## src/rtl/mat_ram.sv

```systemverilog
// ----------------------------------------------------------------------------
// mat_ram
// Generic simple dual-port RAM: one write port, one read port, registered read.
// ----------------------------------------------------------------------------
module mat_ram #(
   parameter int WIDTH = 64,
   parameter int DEPTH = 64
) (
   input  logic                                   clock,
   input  logic                                   we,
   input  logic [((DEPTH > 1) ? $clog2(DEPTH) : 1)-1:0] waddr,
   input  logic [WIDTH-1:0]                       wdata,
   input  logic                                   re,
   input  logic [((DEPTH > 1) ? $clog2(DEPTH) : 1)-1:0] raddr,
   output logic [WIDTH-1:0]                       rdata
);
   logic [WIDTH-1:0] mem_ff [DEPTH];
   logic [WIDTH-1:0] rdata_ff;

   always_ff @(posedge clock) begin
      if (we) begin
         mem_ff[waddr] <= wdata;
      end
      if (re) begin
         rdata_ff <= mem_ff[raddr];
      end
   end

   assign rdata = rdata_ff;
endmodule

```

## config.mk

```make
export PLATFORM = sky130hd
export DESIGN_NAME = mat_ram
export DESIGN_NICKNAME = d
export VERILOG_FILES = /design/src/rtl/mat_ram.sv
export SDC_FILE = /design/constraint.sdc
export NUM_CORES = 2
export LEC_CHECK = 0
export BUFFER_PORTS_ARGS = -buffer_cell sky130_fd_sc_hd__clkbuf_2
export CAP_MARGIN = 20
export CORE_MARGIN = 5
export CORE_UTILIZATION = 50
export DETAILED_ROUTE_END_ITERATION = 10
export PLACE_DENSITY = 0.69
export SYNTH_ARGS = -nofsm -noshare
export SYNTH_HDL_FRONTEND = slang
export SYNTH_SLANG_ARGS = --single-unit
```

## constraint.sdc

```tcl
create_clock -name clock -period 5.96 [get_ports clock]
set_clock_uncertainty 0.15 [all_clocks]
set_input_delay 0.894 -clock clock [delete_from_list [all_inputs] [get_ports clock]]
set_output_delay 0.894 -clock clock [all_outputs]
set_load 0.1 [all_outputs]
```

==> out/metrics.yaml <==
worst_setup_path:
  largest_fanout_of_any_net_on_the_critical_path: 21
  crit_arrival_ns: 3.73
  critPathKind: "in2reg"
  start_kind: "input pin"
  critical_path.endpoint_type: "flip-flop"
  required_ns: 6.42
synthesis:
  synth_warnings: 0
  yosys.area.top_type: "edfxtp_1"
  ys_types: 32
  post_synthesis_net_count: 6677
  synth_top_area_share_pct: 79.6
  syn_inst: 6598
  sequential_share_of_the_synthesized_area_pct: 79.6
  synthesis.area_sq_um: 157000
  async_set_or_reset_flop_fraction_in_the_synthesized_netlist_pct: 0
  number_of_flops_mapped_to_enable_cells_by_yosys: 4160
  ys_dominant_reg_cell: "edfxtp_1"
  postSynthAreaPerCell_sq_um: 23.8
  netlist_top_cells_area: "edfxtp_1, mux4_2, mux2i_1, a22oi_1, buf_2"
  synthesis_stage_register_bit_count: 4160
clock_tree:
  cts_setup_buffers: 0
  cts-resized-gates: 0
  hold_buffers: 0
  cts.reportedPaths.clkPinSlew_ns: 0.06
  cts.root.buffer_cell: "clkbuf_16"
  cts.sink_count: 4160
  cts_buffers: 393
  htreeDepth: 5
  cts_buffer_depth: 4
  tritoncts: "built"
  clk_latency_ns: 0.89
place:
  numPortBuffers: 142
  placed_area_sq_um: 165000
  gp_routability_congestion: 0.791
  hpwl_dp_microns: 221000
floorplan:
  die_width_microns: 570
  io-pin-count: 143
  rows: 205
  core_sq_um: 312000
  dieArea_sq_um: 325000
  floorplan.die.height_microns: 570
  floorplan.initialDensity_pct: 50.3
min_path:
  holdCritPathClass: "in2reg"
timing:
  grt_setup_unrepaired: "no"
  timing_worst_slew_pin_value_ns: 1.20
  layout_min_cycle_time_ns: 3.27
  finalSetupTns_ns: 0
  fmax_ghz: 0.306
  layout_worst_path_cycle_share_pct: 54.8
  setup_violation_total_in_the_final_timing_report: 0
  slew_headroom_pct: 20.2
  finalHoldViolCount: 0
  drv_slew: 0
  hold_slack_ns: 0.111
finish:
  area_delta_synth_final_pct: 13.2
  final_cell_area_sq_um: 178000
  fin_util_pct: 57.0
  layout.cells.most_common_list: "edfxtp_1, mux4_2, clkbuf_16"
  drive_above_1_share_pct: 28.5
  final_common_cell: "edfxtp_1"
  finalNetCount: 7146
grt:
  grt_first_pass_wirelength_microns: 586000
  grt_overflow_total: 0
  grt_start_max_net_pins: 98
  antenna_violations_before_repair: 24
  grt_use_total_pct: 25.6
  via_count_of_the_first_global_routing_pass: 76000
route:
  drt.antenna.violating_nets: 0
  dr.pass1.iters: 7
  vias: 75800
  detail_route.vias_per_cell: 6.58
  drt_iter0_markers: 10900
  avgRoutedWirePerCell_microns: 36.2
  post-route-drc-count: 0
  wirelength_microns: 418000
job:
  maximum_capacitance_violations: 0
outcome:
  status: "complete, no violations"
power_and_ir_drop:
  max_vdd_drop_mv: 0.403
  power-per-cell-area_nw_per_um2: 335
  leakage_nw: 55.3
## routing by layer
metal | part of all wire, % | track usage [%] | vias to the layer above
met2 | 48 | 40.9 | 4761
li1 | - | - | 29500
met3 | 11 | 4.98 | 897
met1 | 37 | 35.3 | 40600
met4 | 4.5 | 10.0 | 14
met5 | 0.017 | 0 | -
## synthesized netlist by cell type, drive strengths merged, types with 19 or more instances
cell type / count
edfxtp: 4160
mux4: 1024
buf: 230
a22oi: 168
clkbuf: 140
mux2i: 135
nor2: 112
a22o: 88
o22ai: 83
and3: 64
a211oi: 63
nand2: 58
nand3: 45
o221ai: 38
or3: 29
nor2b: 28
or2: 28
a41oi: 26
a2bb2oi: 19
inv: 19
## stage by stage
step | worst slack (ns) | cells | power (mW)
6_report | 2.69 | 11500 | 59.6
3_5_place_dp | 1.87 | 10800 | 36.2
3_3_place_gp | 1.85 | 10800 | 36.2
5_1_grt | 2.66 | 11500 | 61.3
4_1_cts | 2.71 | 11500 | 59.8
2_1_floorplan | 0.886 | 6598 | 35.0
## path summary, 6_finish.rpt
| check | startpoint | endpoint | slack, ns | cells after the start |
|---|---|---|---|---|
| hold / removal | wdata[3] | mem_ff[52][3] | 0.11 | 1 |
| setup / recovery | raddr[3] | rdata[22] | 2.69 | 7 |
| setup reg to reg | mem_ff[10][12] | rdata[12] | 3.59 | 5 |
| hold reg to reg | mem_ff[61][63] | rdata[63] | 0.75 | 4 |
## power breakdown
part / internal (mW) / total [mW] / switching (mW)
Sequential: 32.4 / 32.6 / 0.124
Clock: 13.4 / 23.9 / 10.5
Combinational: 1.09 / 3.11 / 2.02
## sequential cells by signal, indices dropped and copies added, names as in the netlist
signal	flops
rdata	64
mem_ff	4096
## critical path: stages
cell and delay [ns]:
clkbuf_2 0.35, nand2b_2 0.57, buf_4 0.43, nor2_4 0.59, a2bb2oi_1 0.18, a31oi_1 0.54
a211oi_1 0.14
## logic make-up (layout without fill, tap and decap cells)
family / count (synthesis) / in the layout / share of synthesized area, %
compound gates: 504 / 504 / 2.47
buf+inv: 389 / 1163 / 1.18
flops: 4160 / 4160 / 79.6
mux: 1159 / 1159 / 15.6
other cells: 0 / 12 / 0
simple gates: 386 / 386 / 1.23
## final cells by class
type	instances	area, sq um
Fill cell	21800	134000
Sequential cell	4160	125000
Multi-Input combinational cell	2049	30800
Clock buffer	490	10300
Tap cell	4140	5180
Timing Repair Buffer	444	4670
Clock inverter	210	1850
Inverter	19	71.3
Antenna cell	12	30.0
Power figures use the tool's default switching activity.
