--- src/rtl/mat_pkg.sv ---
// ----------------------------------------------------------------------------
// mat_pkg
// Shared types and constants of the minimum active timestamp tracker.
// ----------------------------------------------------------------------------
package mat_pkg;

   localparam int STAMP_W     = 64;
   localparam int TID_W       = 6;
   localparam int TCOUNT_W    = 7;
   localparam int CSR_INDEX_W = 1;

   localparam logic [STAMP_W-1:0] IDLE_STAMP = '1;

   // Item kinds.
   localparam logic KIND_RECORD = 1'b0;
   localparam logic KIND_QUERY  = 1'b1;

   // Configuration register indexes.
   localparam logic [CSR_INDEX_W-1:0] CSR_THREAD_COUNT     = 1'b0;
   localparam logic [CSR_INDEX_W-1:0] CSR_REFRESH_INTERVAL = 1'b1;

   localparam logic [TCOUNT_W-1:0] THREAD_COUNT_RESET = 7'd64;

   typedef struct packed {
      logic               kind;
      logic [TID_W-1:0]   slot_id;
      logic [STAMP_W-1:0] timestamp;
      logic [STAMP_W-1:0] now;
   } req_payload_type;

   typedef struct packed {
      logic [STAMP_W-1:0] min_timestamp;
      logic               order_violation;
   } rsp_payload_type;

   // Status of the minimum scan unit.
   typedef struct packed {
      logic               busy;
      logic               done;
      logic [STAMP_W-1:0] lowest;
   } scan_stat_type;

endpackage

--- src/rtl/mat_scan.sv ---
// ----------------------------------------------------------------------------
// mat_scan
// Minimum scan unit: reads slots 0 to count-1, one per cycle, and keeps the
// running minimum.
// ----------------------------------------------------------------------------
module mat_scan #(
   parameter int ADDR_W = 6,
   parameter int CNT_W  = 7
) (
   input  logic                   clock,
   input  logic                   reset,
   input  logic                   start,
   input  logic [CNT_W-1:0]       count,
   output logic                   rd_en,
   output logic [ADDR_W-1:0]      rd_addr,
   input  logic [63:0]            rd_data,
   output mat_pkg::scan_stat_type stat
);
   import mat_pkg::*;

   logic               run_ff;
   logic               pend_ff;
   logic               done_ff;
   logic [CNT_W-1:0]   idx_ff;
   logic [CNT_W-1:0]   cnt_ff;
   logic [STAMP_W-1:0] lowest_ff;
   logic               finish;

   assign rd_en   = run_ff && (idx_ff < cnt_ff);
   assign rd_addr = idx_ff[ADDR_W-1:0];
   // All reads issued and the last read data consumed.
   assign finish  = run_ff && !rd_en && !pend_ff;

   always_ff @(posedge clock) begin
      if (reset) begin
         run_ff  <= 1'b0;
         pend_ff <= 1'b0;
         done_ff <= 1'b0;
      end else begin
         done_ff <= finish;
         pend_ff <= rd_en;
         if (start) begin
            run_ff <= 1'b1;
         end else if (finish) begin
            run_ff <= 1'b0;
         end
      end
   end

   always_ff @(posedge clock) begin
      if (start) begin
         idx_ff    <= '0;
         cnt_ff    <= count;
         lowest_ff <= IDLE_STAMP;
      end else begin
         if (rd_en) begin
            idx_ff <= idx_ff + 1'b1;
         end
         if (pend_ff && (rd_data < lowest_ff)) begin
            lowest_ff <= rd_data;
         end
      end
   end

   assign stat.busy   = run_ff;
   assign stat.done   = done_ff;
   assign stat.lowest = lowest_ff;
endmodule

--- config.mk ---
export PLATFORM = sky130hd
export DESIGN_NAME = mat_scan
export DESIGN_NICKNAME = d
export VERILOG_FILES = /design/src/rtl/mat_pkg.sv /design/src/rtl/mat_scan.sv
export SDC_FILE = /design/constraint.sdc
export NUM_CORES = 1
export LEC_CHECK = 0
export BUFFER_PORTS_ARGS = -buffer_cell sky130_fd_sc_hd__buf_2
export CORE_MARGIN = 3
export CORE_UTILIZATION = 25
export CTS_CLUSTER_DIAMETER = 150
export DETAILED_ROUTE_END_ITERATION = 16
export PLACE_DENSITY = 0.42
export SYNTH_ARGS = -nofsm -noshare
export SYNTH_HDL_FRONTEND = slang
export SYNTH_SLANG_ARGS = --single-unit
--- constraint.sdc ---
create_clock -name clock -period 3.95 [get_ports clock]
set_input_delay 0.395 -clock clock [delete_from_list [all_inputs] [get_ports clock]]
set_output_delay 0.395 -clock clock [all_outputs]
set_load 0.03 [all_outputs]
==> results of run 1 <==
## state kept, by name, summed over array words and instances (netlist names)
register   cells
cnt_ff         7
done_ff        1
idx_ff         7
lowest_ff     64
pend_ff        1
run_ff         1
## per-stage QoR
| step | cell area, um^2 | std cells | setup WS (ns) | util |
|---|---|---|---|---|
| floorplan | 5050 | 588 | 1.63 | - |
| finish | 6210 | 991 | 0.979 | 0.316 |
| global route | 6210 | 991 | 0.695 | 0.316 |
| detailed placement | 5930 | 975 | 0.709 | 0.302 |
| CTS | 6210 | 991 | 0.827 | 0.316 |
| global placement | 5930 | 975 | 0.750 | 0.302 |
## layout make-up
cell class              instances  area (um^2)  area share
clock buffers                  12          256      0.0413
flip-flops and latches         81         1690       0.272
clock inverters                 4         27.5     0.00443
well taps                     265          332      0.0534
repair buffers                151          783       0.126
inverters                      74          278      0.0447
multi-input cells             404         2840       0.458
## metal layers
| layer | track usage | vias to the layer above |
|---|---|---|
| li1 | - | 2210 |
| met1 | 0.156 | 1905 |
| met2 | 0.190 | 96 |
| met3 | 0.0332 | 9 |
| met4 | 0.0379 | 0 |
| met5 | 0 | - |
## final timing paths
check,from,to,slack [ns],cells after the start
worst max-delay path,lowest_ff[59],lowest_ff[6],0.98,10
worst min-delay path,count[4],cnt_ff[4],0.23,1
worst max register to register,lowest_ff[59],lowest_ff[6],0.98,10
worst min register to register,lowest_ff[5],lowest_ff[5],0.51,2
## report_power, final
part | total [mW] | internal [mW] | switching, mW | leakage [nW]
clock network | 0.808 | 0.461 | 0.347 | 0.143
logic | 0.406 | 0.154 | 0.252 | 2.85
registers | 0.901 | 0.871 | 0.0303 | 0.674
total | 2.12 | 1.49 | 0.629 | 3.67
## cell families (layout without fill, tap and decap cells)
family                   count (synthesis)  count (layout)  share of synthesized area
AO/OA/AOI/OAI                           66              66                     0.0786
XOR/XNOR                                 4               4                    0.00694
adder cells (fa/ha/maj)                 70              70                      0.174
buffers and inverters                  103             241                      0.102
flip-flops                              81              81                      0.335
multiplexers                            67              67                      0.133
AND/OR/NAND/NOR                        197             197                      0.171
## cell usage in the layout (no fill, tap or decap), types with 2 or more instances in the layout
cell type,n
sky130_fd_sc_hd__a21o_1,2
sky130_fd_sc_hd__nand4_1,9
sky130_fd_sc_hd__buf_4,5
sky130_fd_sc_hd__xnor2_1,4
sky130_fd_sc_hd__o21ai_0,14
sky130_fd_sc_hd__buf_2,145
sky130_fd_sc_hd__nor4_2,2
sky130_fd_sc_hd__a211oi_1,5
sky130_fd_sc_hd__inv_1,74
sky130_fd_sc_hd__clkinv_4,2
sky130_fd_sc_hd__ha_1,70
sky130_fd_sc_hd__nor3_1,3
sky130_fd_sc_hd__and4_1,2
sky130_fd_sc_hd__clkbuf_16,9
sky130_fd_sc_hd__nor2_1,140
sky130_fd_sc_hd__clkbuf_8,2
sky130_fd_sc_hd__a21oi_1,35
sky130_fd_sc_hd__edfxtp_1,7
sky130_fd_sc_hd__nand2b_1,2
sky130_fd_sc_hd__nand2_1,22
sky130_fd_sc_hd__o21ai_1,3
sky130_fd_sc_hd__mux2i_1,65
sky130_fd_sc_hd__mux2_1,2
sky130_fd_sc_hd__nand3_1,5
sky130_fd_sc_hd__nor2b_1,4
sky130_fd_sc_hd__clkinv_2,2
sky130_fd_sc_hd__dfxtp_1,74
==> run summary, run 1 <==
uppermost layer routed: met4
Slowest Stage Delay on Critical Path: 0.41 ns
met3 WL post-DR: 790 um
drt pass-1 iters: 4
hold violation total from the final report: 0
Post-CTS Hold Buffers: 0
average size of a mapped cell: 8.58 um^2
Buf+Inv Stages, Crit Path: 2
post-CTS sizing: 0
global-route wire length before repair: 21000 um
share of flip-flops with an asynchronous set or reset after synthesis: 0
Top Ports: 147
clock net sink count: 81
share of the cycle needed by the critical path after routing: 0.752
clock-pin slew of the registers on the worst-case setup and hold paths: 0.06 ns
fraction of final layout cells sized beyond drive strength 1: 0.240
overall power of the completed layout: 2.12 mW
area inside the core boundary: 19700 um^2
top cell types by occurrence after synthesis: sky130_fd_sc_hd__nor2_1, sky130_fd_sc_hd__dfxtp_1, sky130_fd_sc_hd__inv_1, sky130_fd_sc_hd__ha_1, sky130_fd_sc_hd__mux2i_1
Distinct cells, synth: 39
antenna violations before repair: 0
Max-cap violations: 0
final estimated routing congestion in global placement: 0.778
Peak Freq: 337 MHz
root buf cell: sky130_fd_sc_hd__clkbuf_16
Slew Viols, Final: 0
WL final: 13000 um
die height: 148 um
DRC violation total after the first TritonRoute iteration: 149
Num CTS Buffers: 9
global route total overflow: 0
worst hold-check slack: 0.228 ns
Filler Cells Inserted: 2150
Routed Antenna Nets: 0
routed length per placed instance: 13.1 um
standard cell with the maximum stage delay on the critical path: sky130_fd_sc_hd__nand2_4
maximum clock path buffer count: 2
headroom to the max-slew limit: 0.468
RSZ-0062 raised after global routing: no
top post-synthesis cells by area: sky130_fd_sc_hd__dfxtp_1, sky130_fd_sc_hd__ha_1, sky130_fd_sc_hd__mux2i_1, sky130_fd_sc_hd__nor2_1, sky130_fd_sc_hd__inv_1
Synth-to-Final Area Change: 23.0%
worst skew pair latency: 0.34 ns
GRT Util Overall: 0.119
net count reported at finish: 865
outcome: finished, final reports clean
Worst setup SP type: register
detailed-routing wirelength on met1: 6230 um
cell type group with the largest total delay on the critical path: simple AND/OR/NAND/NOR gates
port bufs: 146
number of vias in the routed layout: 4220
class of the most critical setup path: register to register
Synth area leader: sky130_fd_sc_hd__dfxtp_1
CTS tree: built
actual slew at the worst max-slew pin: 0.798 ns
number of enable-type register cells in the synthesized netlist: 7
DRC violation count after routing: 0
number of setup buffers added after CTS: 0
summed instance area of the synthesized netlist: 5050 um^2
worst ir drop on vdd: 0.188 mV
register bit count reported by yosys: 81
mean number of vias per cell: 4.26
arrival time worst endpoint: 3.24 ns
WL met2: 5840 um
number of warnings issued by yosys: 0
effective utilization at floorplan: 0.257
H-Tree Depth: 3
Sum Neg Setup Slack: 0 ns
crit path max fanout: 25
reported leakage power: 3.67 nW
most frequent cell after synthesis: sky130_fd_sc_hd__nor2_1
most used flip-flop cell after synthesis: sky130_fd_sc_hd__dfxtp_1
post-detailed-placement half-perimeter wirelength: 10300 um
maximum number of pins on one net before global-route repair: 80
Ant. Diodes: 0
die width: 148 um
Placement Rows: 51
Data required, critical path: 4.22 ns
Synthesized Nets: 732
via count of the first global-routing pass: 4147
portion of synthesized cell area occupied by the leading cell type: 0.294
maximum clock skew at final layout: 0.00682 ns
total of endpoints with negative setup slack in the final report: 0
share of synthesized area occupied by flip-flops and latches: 0.335
Min Clock Period, post-route: 2.97 ns
power density relative to cell area: 341 nW/um^2
CP Cell Sequence: inv_1 -> ha_1 -> nand4_1 -> nor3_1 -> nor4b_2 -> and3_1 -> a41oi_2 -> nand2_4 -> buf_4 -> mux2i_1
overall die area: 21900 um^2
Syn Inst Count: 588
Worst Hold Class: input pin to register
Setup crit end kind: register
No activity file was read; power rests on OpenSTA's default activity.
==> inputs of run 2 (changes only) <==
Clock period 3.95 ns to 2.8 ns, I/O delays scaled along.
==> run summary, run 2 (synthesis gave the netlist of run 1 again) <==
max FFs per register: 64
DRC violation total after the first TritonRoute iteration: 172
hold path startpoint: count[0]
overall power of the completed layout: 3.06 mW
via count of the first global-routing pass: 4145
headroom to the max-slew limit: 0.592
area inside the core boundary: 19700 um^2
total internal power: 2.15 mW
fraction of final layout cells sized beyond drive strength 1: 0.241
drt pass-1 iters: 4
Routed Antenna Nets: 0
worst hold-check slack: 0.114 ns
worst hold endpoint: cnt_ff[0]
maximum clock path buffer count: 2
worst ir drop on vdd: 0.307 mV
crit path max fanout: 23
fraction of power spent switching nets: 0.299
outcome: finished, final reports clean
RSZ-0062 raised after global routing: no
Synth-to-Final Area Change: 24.6%
FF-to-FF setup slack: 0.23 ns
net count reported at finish: 868
global-route wire length before repair: 21000 um
Peak Freq: 389 MHz
antenna violations before repair: 0
power density relative to cell area: 487 nW/um^2
arrival time worst endpoint: 2.83 ns
Slew Viols, Final: 0
routed length per placed instance: 13.0 um
final instance area: 6290 um^2
Worst setup SP type: register
Ant. Diodes: 0
clock net sink count: 81
largest registers: lowest_ff: 64 flops, cnt_ff: 7 flops, idx_ff: 7 flops
hold violation total from the final report: 0
effective utilization at floorplan: 0.257
Placement Rows: 51
Setup crit end kind: register
maximum number of pins on one net before global-route repair: 63
Top Ports: 147
post-detailed-placement half-perimeter wirelength: 10100 um
overall die area: 21900 um^2
sequential group share of total power: 0.415
number of vias in the routed layout: 4288
total of endpoints with negative setup slack in the final report: 0
share of the cycle needed by the critical path after routing: 0.917
leading cell types in the layout, fill and taps excluded: sky130_fd_sc_hd__buf_2, sky130_fd_sc_hd__nor2_1, sky130_fd_sc_hd__inv_1, sky130_fd_sc_hd__dfxtp_1, sky130_fd_sc_hd__ha_1
mean number of vias per cell: 4.31
H-Tree Depth: 3
fraction of power consumed by combinational cells: 0.190
final estimated routing congestion in global placement: 0.785
Worst Hold Class: input pin to register
die height: 148 um
Min Clock Period, post-route: 2.57 ns
Worst Hold Depth: 1
capture point of the worst reg-to-reg path: lowest_ff[25]
sw power: 916 uW
die width: 148 um
global route total overflow: 0
maximum clock skew at final layout: 0.0136 ns
Largest Register: lowest_ff
Post-CTS Hold Buffers: 0
cell count of the worst reg-to-reg path: 10
GRT Util Overall: 0.119
reported leakage power: 3.70 nW
launch instance of the worst register-to-register path: lowest_ff[59]
root buf cell: sky130_fd_sc_hd__clkbuf_16
Max-cap violations: 0
DRC violation count after routing: 0
class of the most critical setup path: register to register
actual slew at the worst max-slew pin: 0.612 ns
clock-pin slew of the registers on the worst-case setup and hold paths: 0.07 ns
power share of the clock group: 0.394
port bufs: 146
WL final: 12900 um
commonest non-fill, non-tap cell in the layout: sky130_fd_sc_hd__buf_2
CTS tree: built
Num CTS Buffers: 9
worst skew pair latency: 0.34 ns
Sum Neg Setup Slack: 0 ns
placed standard-cell area: 5980 um^2
Data required, critical path: 3.06 ns
## run 2: changes by cell type in the layout (fill, tap and decap cells not counted), moves of 2 or more
| cell | delta |
|---|---|
| sky130_fd_sc_hd__clkinvlp_4 | +2 |
| sky130_fd_sc_hd__clkbuf_8 | -2 |
| sky130_fd_sc_hd__clkinv_2 | -2 |
| sky130_fd_sc_hd__buf_12 | +3 |
## run 2: worst max-delay path by stage
stage	cells past startpoint	startpoint	slack (ns)	to
2_1_floorplan	10	lowest_ff[59]	0.48	lowest_ff[0]
3_3_place_gp	10	rd_data[59]	0.09	lowest_ff[26]
3_5_place_dp	10	rd_data[59]	0.1	lowest_ff[25]
4_1_cts	10	lowest_ff[59]	0.07	lowest_ff[25]
5_1_grt	10	lowest_ff[59]	0.02	lowest_ff[26]
6_report	10	lowest_ff[59]	0.23	lowest_ff[25]
## run 2: power by group through the flow
stage	sequential [mW]	clock (mW)	combinational, mW
floorplan	1.38	0	0.318
global placement	1.30	0	0.581
detailed placement	1.30	0	0.588
CTS	1.27	1.27	0.591
global route	1.28	1.30	0.655
finish	1.27	1.21	0.583
## run 2: repair_timing
action | CTS | global route
setup buffers | 0 | 1
hold endpoints to repair | 0 | 0
endpoints found under the setup margin | 0 | 58
resized for setup | 0 | 1
## run 2: layout make-up
type | instances | area, um^2
fillers | 2138 | 13400
multi-input cells | 404 | 2850
flip-flops and latches | 81 | 1690
repair buffers | 154 | 843
well taps | 265 | 332
inverters | 74 | 278
clock buffers | 10 | 229
clock inverters | 6 | 66.3
## run 2: through the flow
stage                     std cells   util  setup WS, ns
after floorplan                 588      -         0.479
final                           994  0.320         0.231
after detailed placement        977  0.304        0.0988
after global routing            994  0.320        0.0170
after global placement          977  0.304        0.0947
after CTS                       993  0.319        0.0655
## run 2: metal layers
metal,global-route usage,routed length [um],part of all wire
met3,0.0271,696,0.054
met5,0,0,0
met4,0.0499,212,0.016
met2,0.186,5660,0.44
met1,0.158,6310,0.49
## run 2: worst max-delay path, stage by stage, from the launching register on
cell and delay, ns:
sky130_fd_sc_hd__dfxtp_1 0.35, sky130_fd_sc_hd__inv_1 0.05, sky130_fd_sc_hd__ha_1 0.30, sky130_fd_sc_hd__nand4_1 0.16, sky130_fd_sc_hd__nor3_1 0.26, sky130_fd_sc_hd__nor4b_4 0.32, sky130_fd_sc_hd__and3_1 0.26, sky130_fd_sc_hd__a41oi_2 0.16
sky130_fd_sc_hd__nand2_4 0.17, sky130_fd_sc_hd__buf_12 0.22, sky130_fd_sc_hd__mux2i_1 0.20
==> inputs of run 3 (changes only) <==
Settings changed: BUFFER_PORTS_ARGS -buffer_cell sky130_fd_sc_hd__buf_2 to default, DONT_BUFFER_PORTS from default to 1, PLACE_DENSITY 0.42 to 0.36.
==> run summary, run 3 (synthesis gave the netlist of run 1 again) <==
mean number of vias per cell: 4.35
global-route wire length before repair: 20900 um
number of vias in the routed layout: 3990
crit path max fanout: 17
Setup crit end kind: register
Synth-to-Final Area Change: 20.0%
Routed Antenna Nets: 0
Worst Hold Class: input pin to register
cell count of the worst reg-to-reg path: 10
global route total overflow: 0
Slew Viols, Final: 0
final estimated routing congestion in global placement: 0.728
die height: 148 um
maximum clock path buffer count: 2
headroom to the max-slew limit: 0.641
reported leakage power: 3.49 nW
Worst Hold Depth: 1
worst hold endpoint: done_ff
power share of the clock group: 0.379
capture point of the worst reg-to-reg path: lowest_ff[22]
share of the cycle needed by the critical path after routing: 0.912
maximum number of pins on one net before global-route repair: 144
Max-cap violations: 0
antenna violations before repair: 0
RSZ-0062 raised after global routing: no
Filler Cells Inserted: 2124
actual slew at the worst max-slew pin: 0.538 ns
commonest non-fill, non-tap cell in the layout: sky130_fd_sc_hd__nor2_1
fraction of power consumed by combinational cells: 0.179
arrival time worst endpoint: 2.82 ns
Largest Register: lowest_ff
fraction of final layout cells sized beyond drive strength 1: 0.150
maximum clock skew at final layout: 0.00802 ns
clock net sink count: 81
effective utilization at floorplan: 0.257
via count of the first global-routing pass: 3962
DRC violation total after the first TritonRoute iteration: 163
post-detailed-placement half-perimeter wirelength: 10100 um
Data required, critical path: 3.07 ns
fraction of power spent switching nets: 0.290
drt pass-1 iters: 5
power density relative to cell area: 474 nW/um^2
hold path startpoint: reset
Peak Freq: 392 MHz
Final Non-Filler Cells: 918
Placement Rows: 51
total of endpoints with negative setup slack in the final report: 0
port bufs: 0
FF-to-FF setup slack: 0.25 ns
Top Ports: 147
CTS tree: built
Num CTS Buffers: 9
max FFs per register: 64
net count reported at finish: 792
worst ir drop on vdd: 0.248 mV
number of instances in the placed design: 897
Ant. Diodes: 0
class of the most critical setup path: register to register
clock-pin slew of the registers on the worst-case setup and hold paths: 0.06 ns
WL final: 12900 um
leading cell types in the layout, fill and taps excluded: sky130_fd_sc_hd__nor2_1, sky130_fd_sc_hd__inv_1, sky130_fd_sc_hd__dfxtp_1
worst skew pair latency: 0.34 ns
Worst setup SP type: register
largest registers: lowest_ff: 64 flops, cnt_ff: 7 flops, idx_ff: 7 flops
hold violation total from the final report: 0
routed length per placed instance: 14.0 um
area inside the core boundary: 19700 um^2
launch instance of the worst register-to-register path: lowest_ff[59]
overall die area: 21900 um^2
DRC violation count after routing: 0
outcome: finished, final reports clean
root buf cell: sky130_fd_sc_hd__clkbuf_16
H-Tree Depth: 3
Sum Neg Setup Slack: 0 ns
GRT Util Overall: 0.120
die width: 148 um
total internal power: 2.04 mW
sequential group share of total power: 0.441
Min Clock Period, post-route: 2.55 ns
sw power: 832 uW
-- run 3: stage by stage --
stage	worst slack (ns)	total power, mW	util	hold slack, ns	area, um^2
floorplan	0.479	1.70	-	0.349	5050
global placement	0.0493	1.80	0.292	0.351	5740
detailed placement	0.0306	1.81	0.292	0.357	5740
CTS	0.102	2.94	0.307	0.00236	6030
global route	0.0156	3.05	0.308	0.00594	6060
finish	0.247	2.87	0.308	0.0291	6060
-- run 3: final cells by class --
| type | count | area [um^2] | area share |
|---|---|---|---|
| Sequential cell | 81 | 1690 | 0.279 |
| Clock buffer | 10 | 229 | 0.0378 |
| Tap cell | 265 | 332 | 0.0547 |
| Timing Repair Buffer | 78 | 641 | 0.106 |
| Clock inverter | 6 | 35.0 | 0.00578 |
| Inverter | 74 | 278 | 0.0459 |
| Multi-Input combinational cell | 404 | 2850 | 0.471 |
-- run 3: metal layers --
layer / wire length, um / GRT usage
met2: 5820 / 0.191
met1: 5740 / 0.151
met3: 1110 / 0.0414
met5: 0 / 0
met4: 201 / 0.0430
-- run 3: worst max-delay path: stages, from the launching register on --
cell and delay (ns):
sky130_fd_sc_hd__dfxtp_1 0.33, sky130_fd_sc_hd__inv_1 0.05, sky130_fd_sc_hd__ha_1 0.30, sky130_fd_sc_hd__nand4_1 0.12, sky130_fd_sc_hd__nor3_1 0.21, sky130_fd_sc_hd__nor4b_4 0.38
sky130_fd_sc_hd__and3_2 0.28, sky130_fd_sc_hd__a41oi_2 0.16, sky130_fd_sc_hd__nand2_4 0.22, sky130_fd_sc_hd__buf_12 0.21, sky130_fd_sc_hd__mux2i_1 0.21
-- run 3: power groups by stage --
stage | clock network (mW) | logic (mW) | registers, mW
detailed placement | 0 | 0.516 | 1.29
finish | 1.09 | 0.515 | 1.27
global route | 1.20 | 0.581 | 1.27
CTS | 1.15 | 0.523 | 1.27
floorplan | 0 | 0.318 | 1.38
global placement | 0 | 0.511 | 1.29
-- run 3: worst max-delay path by stage --
stage                     slack (ns)     startpoint  cells after the start            end
after floorplan                 0.48  lowest_ff[59]                     10   lowest_ff[0]
after global placement          0.05  lowest_ff[59]                     10  lowest_ff[27]
after detailed placement        0.03  lowest_ff[59]                     10  lowest_ff[22]
after CTS                       0.10  lowest_ff[59]                     10  lowest_ff[22]
after global routing            0.02  lowest_ff[59]                     10   lowest_ff[9]
final                           0.25  lowest_ff[59]                     10  lowest_ff[22]
-- run 3: what timing repair did --
action,CTS,global route
buffers inserted,0,3
resized for setup,1,1
hold endpoints to repair,5,0
hold buffers,2,0
endpoints found under the setup margin,1,40
pin swaps,0,1
